==> src/rv64i_integer_execute_top_defines.svh <==
// Assertion macros used by the top-level RTL file.
// Under SYNTHESIS the macros expand to nothing.
`ifndef RV64I_INTEGER_EXECUTE_TOP_DEFINES_SVH
`define RV64I_INTEGER_EXECUTE_TOP_DEFINES_SVH

`ifndef SYNTHESIS

// Condition holds at every clock edge out of reset.
`define RVIE_ASSERT_ALWAYS(name, clk, rst_n, expr) \
    name: assert property (@(posedge clk) disable iff (!rst_n) (expr)) \
        else $error("rv64ie assertion failed");

// Same-cycle implication.
`define RVIE_ASSERT_IMPL(name, clk, rst_n, ante, cons) \
    name: assert property (@(posedge clk) disable iff (!rst_n) (ante) |-> (cons)) \
        else $error("rv64ie assertion failed");

// Next-cycle implication.
`define RVIE_ASSERT_NEXT(name, clk, rst_n, ante, cons) \
    name: assert property (@(posedge clk) disable iff (!rst_n) (ante) |=> (cons)) \
        else $error("rv64ie assertion failed");

`else

`define RVIE_ASSERT_ALWAYS(name, clk, rst_n, expr)
`define RVIE_ASSERT_IMPL(name, clk, rst_n, ante, cons)
`define RVIE_ASSERT_NEXT(name, clk, rst_n, ante, cons)

`endif

`endif

==> src/rv64ie_ram.sv <==
module rv64ie_ram #(
    parameter int WIDTH = 64,
    parameter int DEPTH = 32
) (
    input  logic                     clk,
    input  logic                     wr_en,
    input  logic [$clog2(DEPTH)-1:0] wr_addr,
    input  logic [WIDTH-1:0]         wr_data,
    input  logic                     rd_en,
    input  logic [$clog2(DEPTH)-1:0] rd_addr_a,
    input  logic [$clog2(DEPTH)-1:0] rd_addr_b,
    output logic [WIDTH-1:0]         rd_data_a,
    output logic [WIDTH-1:0]         rd_data_b
);

    logic [WIDTH-1:0] mem_reg [DEPTH];
    logic [WIDTH-1:0] rd_data_a_reg;
    logic [WIDTH-1:0] rd_data_b_reg;

    always_ff @(posedge clk) begin
        if (wr_en) begin
            mem_reg[wr_addr] <= wr_data;
        end
        if (rd_en) begin
            rd_data_a_reg <= mem_reg[rd_addr_a];
            rd_data_b_reg <= mem_reg[rd_addr_b];
        end
    end

    assign rd_data_a = rd_data_a_reg;
    assign rd_data_b = rd_data_b_reg;

endmodule

==> config.mk <==
export PLATFORM = sky130hd
export DESIGN_NAME = rv64ie_ram
export DESIGN_NICKNAME = d
export VERILOG_FILES = /design/src/rv64i_integer_execute_top_defines.svh /design/src/rv64ie_ram.sv
export SDC_FILE = /design/constraint.sdc
export NUM_CORES = 2
export LEC_CHECK = 0
export BUFFER_PORTS_ARGS = -buffer_cell sky130_fd_sc_hd__buf_2
export CORE_ASPECT_RATIO = 0.7
export CORE_MARGIN = 3
export CORE_UTILIZATION = 30
export DETAILED_ROUTE_END_ITERATION = 10
export SLEW_MARGIN = 40
export SYNTH_ARGS = -nofsm -noshare
export SYNTH_HDL_FRONTEND = slang
export SYNTH_SLANG_ARGS = --single-unit
==> constraint.sdc <==
create_clock -name clk -period 4.47 [get_ports clk]
set_input_delay 0.447 -clock clk [delete_from_list [all_inputs] [get_ports clk]]
set_output_delay 0.447 -clock clk [all_outputs]
set_load 0.01 [all_outputs]
---- Word-level counts from Yosys, hierarchy flattened ----
Memory sizes are Yosys's and may differ from the RTL's. A register that Yosys moved wholly into a read port is not among the register bits.
Index checks and enable logic that the tools add are counted.
storage, ports and cells
  memories kept ........................... 1
  RAM bits ................................ 2048
  register bits ........................... 0
  logic and storage cells ................. 3
  output and inout bits ................... 128
  input port bits ......................... 82
memory list
  name     words  width  rd ports  clocked after memory_dff  write ports  RTL line          RTL
  mem_reg  32     64     2         2                         1            rv64ie_ram.sv:16  logic [WIDTH-1:0] mem_reg [DEPTH];
cells by class
  mux-type cells .......................... 2
operators with widths
  operator          count
  1-bit 2-to-1 mux  2

---- Longest topological paths before layout ----
  depth after elaboration ................. 2
  gate-level depth with buffers ........... 9
  mapped depth without buffers ............ 5

---- Worst setup path after synthesis ----
No wires, ideal clock.
  path kind ............................... input to register
  start point ............................. in wr_addr[1]
  end point ............................... mem mem_reg[12][0], enable pin
  library setup time ...................... 486 ps
  arrival ................................. 3783 ps
  slack ................................... 201 ps
  cell stages on the path ................. 3
  path through ............................ or3b_2 > clkbuf_1 > nor2_1
RTL lines
  item         RTL line          RTL
  from (decl)  rv64ie_ram.sv:7   input logic [$clog2(DEPTH)-1:0] wr_addr,
  to (decl)    rv64ie_ram.sv:16
Straight into the memory's write port.

==> flow_summary.toml <==
[run_status]
outcome = "finished, final reports clean"

[pwr]
ir_worst_vdd_mv = 0.285
power.leakage_nw = 35.3
p_total_mw = 43.9
p_per_area_mw_per_mm2 = 390

[synth]
synthCells = 4441
synth-seq-area-share_pct = 66.7
synth_nets = 4523
netlist_area_sq_mm = 0.0979
yosysUniqueCellTypes = 38
synth-seq-cells = 2176
ys_warn_count = 0
ys.flop_type = "edfxtp_1"
synthArstFlopShare_pct = 0
syn_avg_cell_area_sq_um = 22.1
synth_edf_count = 2176

[clocking]
clk_pin_slew_worst_paths_ns = 0.08
numCtsBuffers = 199
root_buffer = "clkbuf_16"
cts.path.max_buffers = 4
cts_resized = 0
ctsHoldBuffers = 0
clk_latency_ns = 0.89
cts_sinks = 2176
post_cts_buffers = 0
htreeDepth = 4
cts_tree = "built"

[critical_path]
cpMostUsedCell = "buf_4"
critPathLaunchType = "input pin"
required_ns = 5.01
critPathSlowestCell = "a221oi_1"
cp_top_family = "buffers and inverters"
worstPathCellList = "buf_4 > inv_8 > buf_4 > nand2_1 > a32o_1 > a221oi_1"
critPathBufInv = 3
crit_type = "in -> reg"
cp-end-kind = "flop"
cp.arrival_ns = 2.77
critPathMaxFanout = 60
max_stage_delay_ns = 0.62

[placement]
io_buffers = 209
gp_congestion = 0.806
hpwlAfterDp_microns = 188000
dp.cells = 8869
place_ws_ns = 1.33
placed_cell_area_sq_mm = 0.106

[grt]
grt_pass1_wl_microns = 437000
grt_usage_pct = 18.5
grt_pass1_vias = 53600
grt_antenna_before_repair = 59
grt_max_degree = 79
grt_overflow = 0

[timing]
final.period_utilization_pct = 49.8
worstMarginPinSlew_ns = 0.941
setup_tns_ns = 0
rsz0062_at_grt = "no"
fmax_ghz = 0.449
setup_viol = 0
fin_skew_ns = 0.0516
max_slew_margin_pct = 37.3
hold_viol = 0
fin_ws_ns = 2.24
maxSlewViolCount = 0
period_minus_slack_ns = 2.23

[final_layout]
layout_commonest_cell = "edfxtp_1"
final_cells = 9235
stdcell_area_sq_mm = 0.113
fillerInstances = 29600
layout_common_cells = "edfxtp_1, mux4_2, mux2i_1"
nets = 4842
largest_reg_flops = 2048
drive_gt1_share_pct = 38.4
area_growth_pct = 15.1

[routing]
viasPerCell = 5.80
antenna_left = 0
drc = 0
firstDrtPassIters = 5
vias = 53600
routed_wl_microns = 314000
drt-initial-drc-count = 7843
wl_per_cell_microns = 34.0

[die]
rows = 174
core_sq_mm = 0.323
die_w_microns = 689
die_y_microns = 484
ios = 210
start_util_pct = 30.3
dieArea_sq_mm = 0.333

[hold_path]
hold_path.class = "in -> reg"

[flow_run]
cap_violations = 0
## power by group
group / total (mW) / switching, mW / leakage (nW) / internal (mW)
Sequential: 23.1 / 0.227 / 19.7 / 22.8
Combinational: 3.62 / 2.05 / 12.5 / 1.58
Clock: 17.2 / 7.80 / 3.08 / 9.45
Total: 43.9 / 10.1 / 35.3 / 33.9
## final timing paths
check | startpoint | to | slack [ns] | depth (start not counted)
setup reg to reg | mem_reg[18][13] | rd_data_b[13] | 2.46 | 4
setup / recovery | rd_addr_b[3] | rd_data_b[17] | 2.24 | 6
hold reg to reg | mem_reg[4][54] | rd_data_a[54] | 0.91 | 4
hold / removal | wr_data[36] | mem_reg[30][36] | 0.06 | 1
## synth_stat cells, types with 4 or more instances
| master | number | area (sq um) |
|---|---|---|
| and3_1 | 4 | 25.0 |
| nand2b_1 | 4 | 25.0 |
| nor4_1 | 4 | 25.0 |
| a2111oi_0 | 4 | 35.0 |
| o22ai_1 | 38 | 238 |
| o221ai_1 | 4 | 35.0 |
| mux2_2 | 56 | 631 |
| buf_6 | 10 | 113 |
| nand3b_1 | 5 | 37.5 |
| buf_2 | 129 | 646 |
| a21oi_1 | 4 | 20.0 |
| buf_4 | 75 | 563 |
| and2_1 | 4 | 25.0 |
| nand2_1 | 87 | 327 |
| a32o_1 | 38 | 380 |
| a211oi_1 | 6 | 45.0 |
| clkbuf_1 | 92 | 345 |
| nor2_1 | 46 | 173 |
| a221oi_1 | 93 | 815 |
| a211o_1 | 4 | 35.0 |
| a22o_1 | 33 | 289 |
| a22oi_1 | 18 | 135 |
| nor2b_1 | 19 | 119 |
| a21o_1 | 4 | 30.0 |
| a32oi_1 | 4 | 35.0 |
| mux4_2 | 1039 | 23400 |
| buf_1 | 41 | 154 |
| o21a_1 | 22 | 165 |
| mux2i_1 | 362 | 3620 |
| edfxtp_1 | 2176 | 65300 |
| o41ai_1 | 4 | 35.0 |
## through the flow
| stage | util, % | hold slack [ns] |
|---|---|---|
| 3_3_place_gp | 32.9 | 0.858 |
| 6_report | 34.9 | 0.0617 |
| 4_1_cts | 34.9 | 0.00374 |
| 2_1_floorplan | - | 0.546 |
| 5_1_grt | 34.9 | 0.0543 |
| 3_5_place_dp | 32.9 | 0.859 |
## metal layers
metal / track usage (%) / vias to the layer above / wire [microns]
met5: 0 / - / 80
met4: 4.14 / 12 / 7470
met3: 4.34 / 478 / 36700
met2: 27.6 / 3691 / 140000
met1: 27.4 / 29000 / 130000
li1: - / 20400 / -
## area by class of cell
type                    instances  area (sq um)  area share [%]
diodes                         11          27.5          0.0244
inverters                       1          11.3         0.00998
well taps                    4312          5400            4.78
clock buffers                 233          5150            4.57
clock inverters               120          1160            1.03
flip-flops and latches       2176         65300            57.9
repair buffers                465          4580            4.06
multi-input cells            1917         31100            27.6
## logic make-up after synthesis
| kind of cell | count (synthesis) | share of synthesized area (%) |
|---|---|---|
| AOI/OAI and AO/OA | 276 | 2.34 |
| buffers and inverters | 348 | 1.86 |
| DFF | 2176 | 66.7 |
| muxes | 1457 | 28.2 |
| and+or+nand+nor | 184 | 0.846 |
(Power assumes the default switching activity.)
